## src/rtl/hmap_pkg.sv

```systemverilog
// Shared types and constants for the memory access heatmap.
// Depends on nothing; imported by every other file of the block.
package hmap_pkg;

	localparam int CNT_W = 16;
	localparam int WORD_W = 2 * CNT_W;
	localparam int N_TABLES = 4;
	localparam int USER_W = 16;

	typedef logic [CNT_W-1:0] count_t;
	typedef logic [WORD_W-1:0] word_t;
	typedef logic [USER_W-1:0] user_t;

	localparam count_t CNT_MAX = '1;
	localparam user_t USER_MAX = '1;

	// Command codes; code 7 is unused and ignored
	typedef enum logic [2:0] {
		CMD_TRACK       = 3'd0,
		CMD_QUERY_COUNT = 3'd1,
		CMD_QUERY_MAX   = 3'd2,
		CMD_DECAY       = 3'd3,
		CMD_ACQUIRE     = 3'd4,
		CMD_RELEASE     = 3'd5,
		CMD_RESET       = 3'd6
	} cmd_t;

	typedef enum logic [1:0] {
		SW_IDLE,
		SW_CLEAR,
		SW_DECAY
	} sweep_state_t;

	// Sweep engine to datapath control
	typedef struct packed {
		logic busy;
		logic rd_en;
		logic wr_en;
		logic clear;
	} sweep_ctrl_t;

	// Memory word holds {write count, read count}
	function automatic word_t halve_word(input word_t w);
		count_t hi;
		count_t lo;
		hi = w[WORD_W-1:CNT_W] >> 1;
		lo = w[CNT_W-1:0] >> 1;
		return {hi, lo};
	endfunction

endpackage

```

## src/rtl/hmap_sweep.sv

```systemverilog
// Sweep engine: walks every table entry to clear it or halve it.
// Uses hmap_pkg; drives the RAM ports of the top level during a sweep.
module hmap_sweep #(
	parameter int SB = 16
) (
	input  logic                   clk,
	input  logic                   arst_n,
	input  logic                   start_clear,
	input  logic                   start_decay,
	output hmap_pkg::sweep_ctrl_t  ctrl,
	output logic [SB-1:0]          rd_addr,
	output logic [SB-1:0]          wr_addr
);
	import hmap_pkg::*;

	sweep_state_t state_q, state_nxt;
	logic [SB:0]   cnt_q;
	logic          pend_q;
	logic [SB-1:0] pend_addr_q;
	logic          cnt_done;

	assign cnt_done = cnt_q[SB];

	// Next state
	always_comb begin
		state_nxt = state_q;
		case (state_q)
			SW_IDLE: begin
				if (start_clear) begin
					state_nxt = SW_CLEAR;
				end else if (start_decay) begin
					state_nxt = SW_DECAY;
				end
			end
			SW_CLEAR: begin
				if (cnt_done) begin
					state_nxt = SW_IDLE;
				end
			end
			SW_DECAY: begin
				// last halved word is written in this cycle
				if (cnt_done && pend_q) begin
					state_nxt = SW_IDLE;
				end
			end
			default: state_nxt = SW_IDLE;
		endcase
	end

	// Outputs
	always_comb begin
		ctrl = '0;
		case (state_q)
			SW_CLEAR: begin
				ctrl.busy  = 1'b1;
				ctrl.clear = 1'b1;
				ctrl.wr_en = !cnt_done;
			end
			SW_DECAY: begin
				ctrl.busy  = 1'b1;
				ctrl.rd_en = !cnt_done;
				ctrl.wr_en = pend_q;
			end
			default: ctrl = '0;
		endcase
	end

	assign rd_addr = cnt_q[SB-1:0];
	assign wr_addr = (state_q == SW_DECAY) ? pend_addr_q : cnt_q[SB-1:0];

	// State, entry counter and pending write-back of a decay step
	always_ff @(posedge clk or negedge arst_n) begin
		if (!arst_n) begin
			state_q <= SW_CLEAR;
			cnt_q   <= '0;
			pend_q  <= 1'b0;
		end else begin
			state_q <= state_nxt;
			if (state_q == SW_IDLE) begin
				cnt_q <= '0;
			end else if (!cnt_done) begin
				cnt_q <= cnt_q + 1'b1;
			end
			pend_q <= ctrl.rd_en;
		end
	end

	always_ff @(posedge clk) begin
		pend_addr_q <= cnt_q[SB-1:0];
	end

`ifndef ASSERT_OFF
	a_no_start_while_busy: assert property (@(posedge clk) disable iff (!arst_n)
		ctrl.busy |-> !(start_clear || start_decay))
		else $error("sweep requested while a sweep runs");
	a_decay_wb_follows_read: assert property (@(posedge clk) disable iff (!arst_n)
		ctrl.rd_en |=> (ctrl.wr_en && wr_addr == $past(rd_addr)))
		else $error("decay read not written back next cycle");
	a_clear_no_read: assert property (@(posedge clk) disable iff (!arst_n)
		ctrl.clear |-> !ctrl.rd_en)
		else $error("clear sweep issued a read");
`endif

endmodule

```

## config.mk

```make
export PLATFORM = sky130hd
export DESIGN_NAME = hmap_sweep
export DESIGN_NICKNAME = d
export VERILOG_FILES = /design/src/rtl/hmap_pkg.sv /design/src/rtl/hmap_sweep.sv
export SDC_FILE = /design/constraint.sdc
export NUM_CORES = 1
export LEC_CHECK = 0
export BUFFER_PORTS_ARGS = -buffer_cell sky130_fd_sc_hd__buf_2
export CAP_MARGIN = 20
export CORE_MARGIN = 2
export CORE_UTILIZATION = 30
export DETAILED_ROUTE_END_ITERATION = 12
export PLACE_DENSITY = 0.57
export SKIP_LAST_GASP = 1
export SLEW_MARGIN = 20
export SYNTH_ARGS = -nofsm -noshare
export SYNTH_HDL_FRONTEND = slang
export SYNTH_SLANG_ARGS = --single-unit
```

## constraint.sdc

```tcl
create_clock -name clk -period 2.5 [get_ports clk]
set_clock_uncertainty 0.2 [all_clocks]
set_input_delay 0.5 -clock clk [delete_from_list [all_inputs] [get_ports clk]]
set_output_delay 0.5 -clock clk [all_outputs]
set_load 0.005 [all_outputs]
```

Word level (Yosys, flattened, before mapping)
Cells that the tools add are included.
- flip-flop bits (word level): 36
- bits of input ports: 4
- output and inout bits: 36
- word-level logic and storage cells: 29
- add/sub/neg operators: 1
- eq/ne operators: 6
- muxes and demuxes: 12
- reduce and logical (&&, ||, !) cells: 5
- operators by type and width (cell ; count):
    17-bit 2-to-1 mux ; 2
    17-bit by 1-bit adder with 17-bit output, second input constant ; 1
    16-bit 2-to-1 mux ; 1
    2-bit 2-to-1 mux ; 4
    2-bit case mux with 3 select lines ; 1
    2-bit != test, second input constant ; 2
    1-bit 2-to-1 mux ; 3
    3-bit != test, second input constant ; 1
    3-bit AND reduction ; 1
    2-bit by 1-bit equality test with 1-bit output, second input constant ; 1
    2-bit equality test, second input constant ; 1
    2-bit zero test ; 1
    2-bit by 1-bit != test with 1-bit output, second input constant ; 1
    1-bit case mux with 2 select lines ; 1
    2-bit OR reduction ; 1
    1-bit logical AND ; 1
    1-bit zero test ; 1

Longest topological paths before layout
Gate-level depths: netlist (run 1).
- depth after elaboration: 3
- gate-level depth with buffers: 6
- mapped depth without buffers: 5

Worst setup path before layout (run 1)
Ideal clock, no wire load.
- kind: register to output
- from: register state_q[0]
- to: output port wr_addr[0]
- data arrival time: 1.350 ns
- data required time: 1.800 ns
- slack: 0.450 ns
- cell stages (with the launch flop): 5
- buffers on the path: 1
- cells stage by stage: dfstp_2 inv_1 ha_1 buf_1 mux2_2
- longest elaborated chain between the ends: 2
- ends and longest elaborated chain (item ; line ; RTL):
    start, declared ; hmap_sweep.sv:16 ; sweep_state_t state_q, state_nxt;
    start signal, assigned ; hmap_sweep.sv:78 ; state_q <= state_nxt;
    2-bit equality test ; hmap_sweep.sv:69 ; assign wr_addr = (state_q == SW_DECAY) ? pend_addr_q : cnt_q[SB-1:0];
    16-bit 2-to-1 mux ; hmap_sweep.sv:69 ;
    end, declared ; hmap_sweep.sv:12 ; output logic [SB-1:0] wr_addr
Every way passes these cells.

Worst setup path in the final report (run 1)
- from: register state_q[0]
- to: output port wr_addr[12]
Same word-level chain as after synthesis.

==> results of run 1 <==
state kept, by name, summed over array words and instances (netlist names):
| register | flops |
|---|---|
| state_q | 2 |
| cnt_q | 17 |
| pend_addr_q | 16 |
| pend_q | 1 |
synthesized netlist by cell type (2+ instances only):
library cell | count | share of area, %
dfrtp_1 | 19 | 27
buf_4 | 16 | 6.8
dfxtp_1 | 16 | 18
mux2_2 | 13 | 8.3
nor2_1 | 11 | 2.4
nand2_1 | 9 | 1.9
a21oi_1 | 8 | 2.3
nor2b_1 | 7 | 2.5
inv_1 | 6 | 1.3
mux2_1 | 5 | 3.2
o21ai_0 | 5 | 1.4
or4_1 | 5 | 2.1
ha_1 | 4 | 2.8
nor4_2 | 4 | 2.8
o31ai_1 | 4 | 1.7
clkbuf_1 | 3 | 0.64
xnor2_1 | 3 | 1.5
buf_2 | 2 | 0.57
nand2b_1 | 2 | 0.71
nand3_1 | 2 | 0.57
nand4_1 | 2 | 0.71
nand4b_4 | 2 | 2.7
or3_1 | 2 | 0.71
critical path, delay by kind of cell, from the launching register on:
family	cells	cell delay [ps]
DFF	1	540
buffers and inverters	3	370
muxes	1	280
adders and majority gates	1	210
what timing repair did:
action | CTS | global route
endpoints found under the hold margin | 19 | 0
hold buffers | 1 | 0
setup endpoints to repair | 0 | 0
through the flow:
| stage | power (uW) | cells | hold WS [ps] | util, % |
|---|---|---|---|---|
| 4_1_cts | 1670 | 265 | 269 | 36.5 |
| 3_3_place_gp | 1200 | 256 | 251 | 34.6 |
| 2_1_floorplan | 1050 | 163 | 4.41 | - |
| 6_report | 1630 | 265 | 262 | 36.5 |
| 3_5_place_dp | 1210 | 256 | 253 | 34.6 |
| 5_1_grt | 1760 | 265 | 277 | 36.5 |
where the power goes:
group / internal, uW / switching (uW) / leakage (uW) / total, uW
Combinational: 219 / 259 / 0.000548 / 478
Clock: 251 / 196 / 0.0000515 / 447
Sequential: 643 / 62.9 / 0.000401 / 706
cell families (layout without fill, tap and decap cells):
group | after synthesis | after routing | synth area share (%)
simple gates | 50 | 50 | 19.1
buf+inv | 28 | 58 | 9.54
fa+ha+maj | 4 | 4 | 2.85
flops | 36 | 36 | 46.8
mux | 19 | 19 | 12.1
xor+xnor | 4 | 4 | 1.99
compound gates | 22 | 22 | 7.62
final timing paths:
kind | depth (start not counted) | slack (ps) | startpoint | endpoint
min reg2reg | 0 | 260 | cnt_q[15] | pend_addr_q[15]
max reg2reg | 5 | 610 | state_q[0] | cnt_q[16]
max | 5 | 100 | state_q[0] | wr_addr[12]
min in group asynchronous | 2 | 500 | arst_n | cnt_q[12]
min | 0 | 260 | cnt_q[15] | pend_addr_q[15]
max in group asynchronous | 2 | 1260 | arst_n | state_q[0]
routing by layer:
layer / up-vias / part of all wire [%]
li1: 616 / -
met1: 581 / 49
met2: 26 / 45
met3: 5 / 4.0
met4: 0 / 1.8
met5: - / 0
layout make-up:
| cell class | instances | area, um^2 |
|---|---|---|
| well taps | 72 | 90.1 |
| multi-input cells | 99 | 767 |
| repair buffers | 44 | 235 |
| inverters | 6 | 22.5 |
| flip-flops and latches | 36 | 822 |
| clock buffers | 8 | 100 |
| fillers | 578 | 3540 |
==> results.cfg, run 1 <==
[outcome]
status = finished clean

[global_route]
met3_usage_pct = 3.60
grt_pass1_vias = 1170
grt_pass1_wl_mm = 5.60
busiest_layer = met2
overflow = 0
antenna_found_initial = 0
use_met1_pct = 15.1
grt_max_degree = 26
globalRouteMet2Util_pct = 17.3
grt.total_usage_pct = 11.4

[power_and_ir_drop]
p_per_area_nw_per_um2 = 800
power_leakage_uw = 0.00100
max-vdd-ir-drop_mv = 0.295

[timing]
drv_slew = 0
rsz0062_at_grt = false
setup_viol = 0
finalCritPeriodShare_pct = 95.8
max_freq_ghz = 0.417
max_slew_margin_pct = 69.1
final.min_clock_period_ps = 2400
tns_ps = 0
worst_pin_slew_ps = 463
hold_viol_final = 0
setup_slack_ps = 104

[drt]
ant_nets = 0
wl_per_cell_um = 12.6
drt-initial-drc-count = 54
drtPass1Iterations = 4
vias = 1228
routed_wl_mm = 3.34
drc = 0
routed_via_density = 4.63

[floorplanning]
rows = 27
initial_core_util_pct = 31.5
core-area_um2 = 5570
die_x_um = 80.5
chipHeight_um = 80.5
io-pin-count = 40
dieArea_um2 = 6480

[logic_synthesis]
synth_cells = 163
yosys_register_bits = 36
async_flop_share_pct = 55.6
synthFlopType = dfrtp_1
syn_nets = 171
yosysUniqueCellTypes = 36
ys_seq_area_share_pct = 46.8
netlist_area_um2 = 1760
yosysWarningCount = 0
synth_edf_count = 0
avgSynthCellArea_um2 = 10.8

[place]
io_buffers = 39
gp_congestion = 0.720
post_dp_cell_area_um2 = 1930
place_hpwl_mm = 2.38
dp_slack_ps = 404

[final_layout]
synthToLayoutAreaGrowth_pct = 16.0
nets = 200
drive_gt1_share_pct = 37.3
diodes = 0
final_cell_mix = buf_2 (39), dfrtp_1 (19), dfxtp_1 (16), mux2_2 (13), nor2_1 (11)
final_common_cell = buf_2
fin_area_um2 = 2040

[min_path]
hp-class = flip-flop to flip-flop

[critical_path]
cp-start-kind = flip-flop
crit_fanout = 11
cp-end-kind = output port
critical-path-slowest-cell = dfstp_2
critical_path_class = flip-flop to output port
arrival_ps = 1700
path_cells = inv_1, ha_1, buf_4, mux2_2, buf_2
crit_required_ps = 1800
cpPeakStageDelay_ps = 540

[clock_tree]
cts_tree = yes
htreeDepth = 2
cts.sinks = 36
root_buffer = clkbuf_8
cts_made_buffers = 5
cts_buffer_depth = 2
post_cts_resized = 0
cts.clk_slew.worst_paths_ps = 70
clk_latency_ps = 290
post_cts_buffers = 0

[job]
max_cap_violations = 0
Note: power is estimated with default switching activity, not from simulation.
==> inputs of run 2 (changes only) <==
--- a/config.mk
+++ b/config.mk
@@ -10,7 +10,7 @@
 export CORE_MARGIN = 2
 export CORE_UTILIZATION = 30
 export DETAILED_ROUTE_END_ITERATION = 12
-export PLACE_DENSITY = 0.57
+export PLACE_DENSITY = 0.59
 export SKIP_LAST_GASP = 1
 export SLEW_MARGIN = 20
 export SYNTH_ARGS = -nofsm -noshare
==> constraint.sdc (replaced) <==
create_clock -name clk -period 2.1 [get_ports clk]
set_clock_uncertainty 0.2 [all_clocks]
set_input_delay 0.42 -clock clk [delete_from_list [all_inputs] [get_ports clk]]
set_output_delay 0.42 -clock clk [all_outputs]
set_load 0.005 [all_outputs]
==> results.cfg, run 2 (same netlist as run 1, synthesis figures left out) <==
[outcome]
status = finished, violations left
violations = negative setup slack

[clock_tree]
cts_made_buffers = 5
cts.clk_slew.worst_paths_ps = 70
clk_latency_ps = 280
cts.sinks = 36
root_buffer = clkbuf_8
cts_buffer_depth = 2
htreeDepth = 2
cts_tree = yes

[timing]
worst_pin_slew_ps = 454
drv_slew = 0
max_freq_ghz = 0.452
hold_viol_final = 0
setup_slack_ps = -114
rsz0062_at_grt = true
setup_viol = 17
finalCritPeriodShare_pct = 105
final.min_clock_period_ps = 2210
tns_ps = -1490
max_slew_margin_pct = 69.7

[floorplanning]
die_x_um = 80.5
rows = 27
core-area_um2 = 5570
initial_core_util_pct = 31.5
io-pin-count = 40
dieArea_um2 = 6480
chipHeight_um = 80.5

[drt]
routed_wl_mm = 3.45
wl_per_cell_um = 12.8
ant_nets = 0
drtPass1Iterations = 4
drc = 0
drt-initial-drc-count = 40
vias = 1243
routed_via_density = 4.62

[critical_path]
arrival_ps = 1590
crit_required_ps = 1480
cp-end-kind = output port
cp-start-kind = flip-flop
critical_path_class = flip-flop to output port
crit_fanout = 10

[global_route]
grt_pass1_vias = 1123
grt.total_usage_pct = 11.4
grt_max_degree = 26
overflow = 0
antenna_found_initial = 0
grt_pass1_wl_mm = 5.59

[place]
place_hpwl_mm = 2.29
gp_congestion = 0.711
io_buffers = 39
post_dp_cell_area_um2 = 1930

[power_and_ir_drop]
p_per_area_nw_per_um2 = 966
max-vdd-ir-drop_mv = 0.398
power_leakage_uw = 0.00103
power_uw = 2050

[final_layout]
fillCellCount = 557
largest_register_ff_count = 17
fin_area_um2 = 2130
final_core_util_pct = 38.1
synthToLayoutAreaGrowth_pct = 21.0
drive_gt1_share_pct = 40.6
regMostFlops = cnt_q
nets = 204
diodes = 0
final_cell_mix = buf_2 (38), dfrtp_1 (19), dfxtp_1 (16), mux2_2 (13), nor2_1 (11)
largestRegisters = cnt_q (17), pend_addr_q (16), state_q (2)
final_common_cell = buf_2

[min_path]
hp-class = input pin to flip-flop

[job]
max_cap_violations = 0
run 2: cell type report:
class	count	area (um^2)	share of cell area [%]
Clock buffer	7	76.3	3.59
Multi-Input combinational cell	99	803	37.8
Timing Repair Buffer	48	307	14.4
Tap cell	72	90.1	4.24
Inverter	6	22.5	1.06
Clock inverter	1	5.00	0.235
Sequential cell	36	822	38.7
run 2: worst max-delay path, stage by stage, from the launching register on:
cell and delay (ps):
dfstp_2 540, inv_2 50, ha_4 180, buf_8 150, mux2_2 260, buf_2 120
run 2: metal layers:
metal  up-vias  track usage (%)  wire length, um
met5         -                0                0
met4         0             4.58               46
met3         4             3.93              197
met2        33             15.9             1420
met1       579             15.9             1780
li1        627                -                -
run 2: timing repair:
action                     in CTS  in global routing
hold endpoints to repair       19                  0
setup buffers                   2                  0
resized for setup              13                  1
gates cloned                    1                  0
setup endpoints to repair      18                 18
hold buffers                    1                  0
run 2: per-stage QoR:
stage	hold WS (ps)	worst slack (ps)	instances
2_1_floorplan	-75.6	130	163
3_3_place_gp	210	99.4	257
3_5_place_dp	204	78.9	257
4_1_cts	202	-124	269
5_1_grt	203	-167	269
6_report	208	-114	269
run 2: report_power, final:
part	internal [uW]	leakage (uW)	switching, uW
clock network	233	0.0000422	234
logic	387	0.000582	373
registers	765	0.000401	62.1
total	1380	0.00103	669
run 2: path summary, 6_finish.rpt:
| check | start | slack [ps] | to | cells past startpoint |
|---|---|---|---|---|
| worst min register to register | cnt_q[14] | 270 | pend_addr_q[14] | 0 |
| max in group asynchronous | arst_n | 950 | state_q[0] | 2 |
| worst max-delay path | state_q[0] | -110 | wr_addr[14] | 5 |
| min in group asynchronous | arst_n | 410 | cnt_q[8] | 2 |
| worst min-delay path | start_clear | 210 | state_q[0] | 2 |
| worst max register to register | state_q[0] | 180 | cnt_q[16] | 6 |
==> inputs of run 3 (changes only) <==
--- a/config.mk
+++ b/config.mk
@@ -5,6 +5,7 @@
 export SDC_FILE = /design/constraint.sdc
 export NUM_CORES = 1
 export LEC_CHECK = 0
+export ABC_AREA = 1
 export BUFFER_PORTS_ARGS = -buffer_cell sky130_fd_sc_hd__buf_2
 export CAP_MARGIN = 20
 export CORE_MARGIN = 2
==> results.cfg, run 3 <==
[global_route]
globalRouteMet2Util_pct = 21.7
grt_pass1_vias = 1381
overflow = 0
grt.total_usage_pct = 13.3
use_met1_pct = 17.3
grt_pass1_wl_mm = 6.64
antenna_found_initial = 0
busiest_layer = met2
met3_usage_pct = 3.00
grt_max_degree = 21

[logic_synthesis]
synth_edf_count = 0
yosysWarningCount = 0
async_flop_share_pct = 55.6
yosys_register_bits = 36
netlist_area_um2 = 1790
ys_seq_area_share_pct = 45.9
avgSynthCellArea_um2 = 7.71
ys_top_cells_by_area = dfrtp_1 (27%), dfxtp_1 (18%), nand2_1 (14%), buf_4 (6.7%), o21ai_0 (4.8%)
yosys.area.top_type = dfrtp_1
ys_top_cells_by_count = nand2_1 (68), inv_1 (22), nor2_1 (22)
synth_cells = 232
yosys.area.top_type_share_pct = 26.6
yosysUniqueCellTypes = 24
yosysMostFrequentCell = nand2_1
synthFlopType = dfrtp_1
syn_nets = 240

[final_layout]
final_cell_mix = nand2_1 (64), buf_2 (39), nor2_1 (21), inv_1 (20), dfrtp_1 (19)
regMostFlops = cnt_q
drive_gt1_share_pct = 31.4
diodes = 0
nets = 272
largestRegisters = cnt_q (17), pend_addr_q (16), state_q (2)
synthToLayoutAreaGrowth_pct = 19.3
final_common_cell = nand2_1
largest_register_ff_count = 17
fillCellCount = 636

[timing]
setup_slack_ps = 0.0150
finalCritPeriodShare_pct = 100
max_freq_ghz = 0.476
drv_slew = 0
rsz0062_at_grt = true
worst_pin_slew_ps = 486
max_slew_margin_pct = 67.6
setup_viol = 0
hold_viol_final = 0
final.min_clock_period_ps = 2100
hold_ws_ps = 218

[critical_path]
critical_path_class = flip-flop to output port
crit_required_ps = 1480
cp-end-kind = output port
cp-start-kind = flip-flop
reg2regPathDepth = 6
arrival_ps = 1480
crit_fanout = 8

[floorplanning]
die_x_um = 81.2
rows = 28
io-pin-count = 40
initial_core_util_pct = 30.6
chipHeight_um = 81.2
core-area_um2 = 5850
dieArea_um2 = 6600

[drt]
ant_nets = 0
vias = 1491
wl_per_cell_um = 11.6
drc = 0
drtPass1Iterations = 4
routed_wl_mm = 3.92
routed_via_density = 4.40
drt-initial-drc-count = 63

[job]
max_cap_violations = 0

[clock_tree]
clk_latency_ps = 290
cts.sinks = 36
cts_buffer_depth = 2
cts_tree = yes
root_buffer = clkbuf_8
cts.clk_slew.worst_paths_ps = 70
htreeDepth = 2
cts_made_buffers = 5

[place]
dp_slack_ps = 110
place_hpwl_mm = 2.88
gp_congestion = 0.800
io_buffers = 39

[power_and_ir_drop]
power_leakage_uw = 0.00110
p_per_area_nw_per_um2 = 550
max-vdd-ir-drop_mv = 0.312

[min_path]
hp-class = input pin to flip-flop
hold_depth = 3

[outcome]
status = finished clean
[run 3: changes by cell type after synthesis, moves of 6 or more]
| cell | previous run | this run |
|---|---|---|
| nand2_1 | 9 | 68 |
| inv_1 | 6 | 22 |
| mux2_2 | 13 | 0 |
| o21ai_0 | 5 | 17 |
| nor2_1 | 11 | 22 |
| nor2b_1 | 7 | 0 |
| nor2_2 | 0 | 6 |
[run 3: kinds of logic (layout without fill, tap and decap cells)]
group	after synthesis	count (layout)	synth area share [%]
flops	36	36	45.9
fa+ha+maj	4	4	2.80
buf+inv	45	77	13.6
compound gates	29	29	8.46
simple gates	118	118	29.2
[run 3: stage by stage]
step / util, % / TNS, ps / std cells / area [um^2] / total power (uW)
final: 36.5 / 0 / 339 / 2130 / 1170
after global routing: 36.5 / -949 / 339 / 2130 / 1220
after CTS: 35.9 / -40.6 / 339 / 2100 / 1190
after detailed placement: 33.7 / 0 / 330 / 1970 / 715
after global placement: 33.7 / 0 / 330 / 1970 / 714
after floorplan: - / 0 / 232 / 1790 / 703
[run 3: layer usage]
layer	vias up	share of wire (%)
li1	776	-
met1	677	47
met2	33	47
met3	5	4.2
met4	0	1.6
met5	-	0
[run 3: final cells by class]
type	instances	area (um^2)	share of cell area (%)
Timing Repair Buffer	45	272	12.7
Inverter	25	97.6	4.57
Sequential cell	36	822	38.5
Tap cell	75	93.8	4.40
Clock buffer	6	72.6	3.40
Clock inverter	1	5.00	0.234
Multi-Input combinational cell	151	772	36.2
[run 3: worst max-delay path, cell delays in order, from the launching register on]
cell	delay [ps]
dfstp_2	540
inv_2	50
ha_4	180
clkinvlp_4	190
nand2_1	80
nand2_1	60
buf_2	100
[run 3: report_power, final]
part | total [uW] | leakage, uW | internal, uW | switching [uW]
clock | 473 | 0.0000410 | 226 | 247
combinational | 12.7 | 0.000680 | 3.43 | 9.31
sequential | 688 | 0.000381 | 688 | 0
[run 3: what timing repair did]
item | CTS | global route
hold buffers | 1 | 0
pin swaps | 1 | 2
setup buffers | 1 | 0
endpoints found under the hold margin | 19 | 0
endpoints found under the setup margin | 18 | 18
resized for setup | 17 | 12
[run 3: final timing paths]
path / from / end / slack [ps]
max: state_q[0] / wr_addr[4] / 0.01
min: start_clear / state_q[0] / 220
max reg2reg: state_q[0] / cnt_q[4] / 390
min reg2reg: cnt_q[11] / pend_addr_q[11] / 250
max in group asynchronous: arst_n / state_q[0] / 930
min in group asynchronous: arst_n / cnt_q[15] / 420
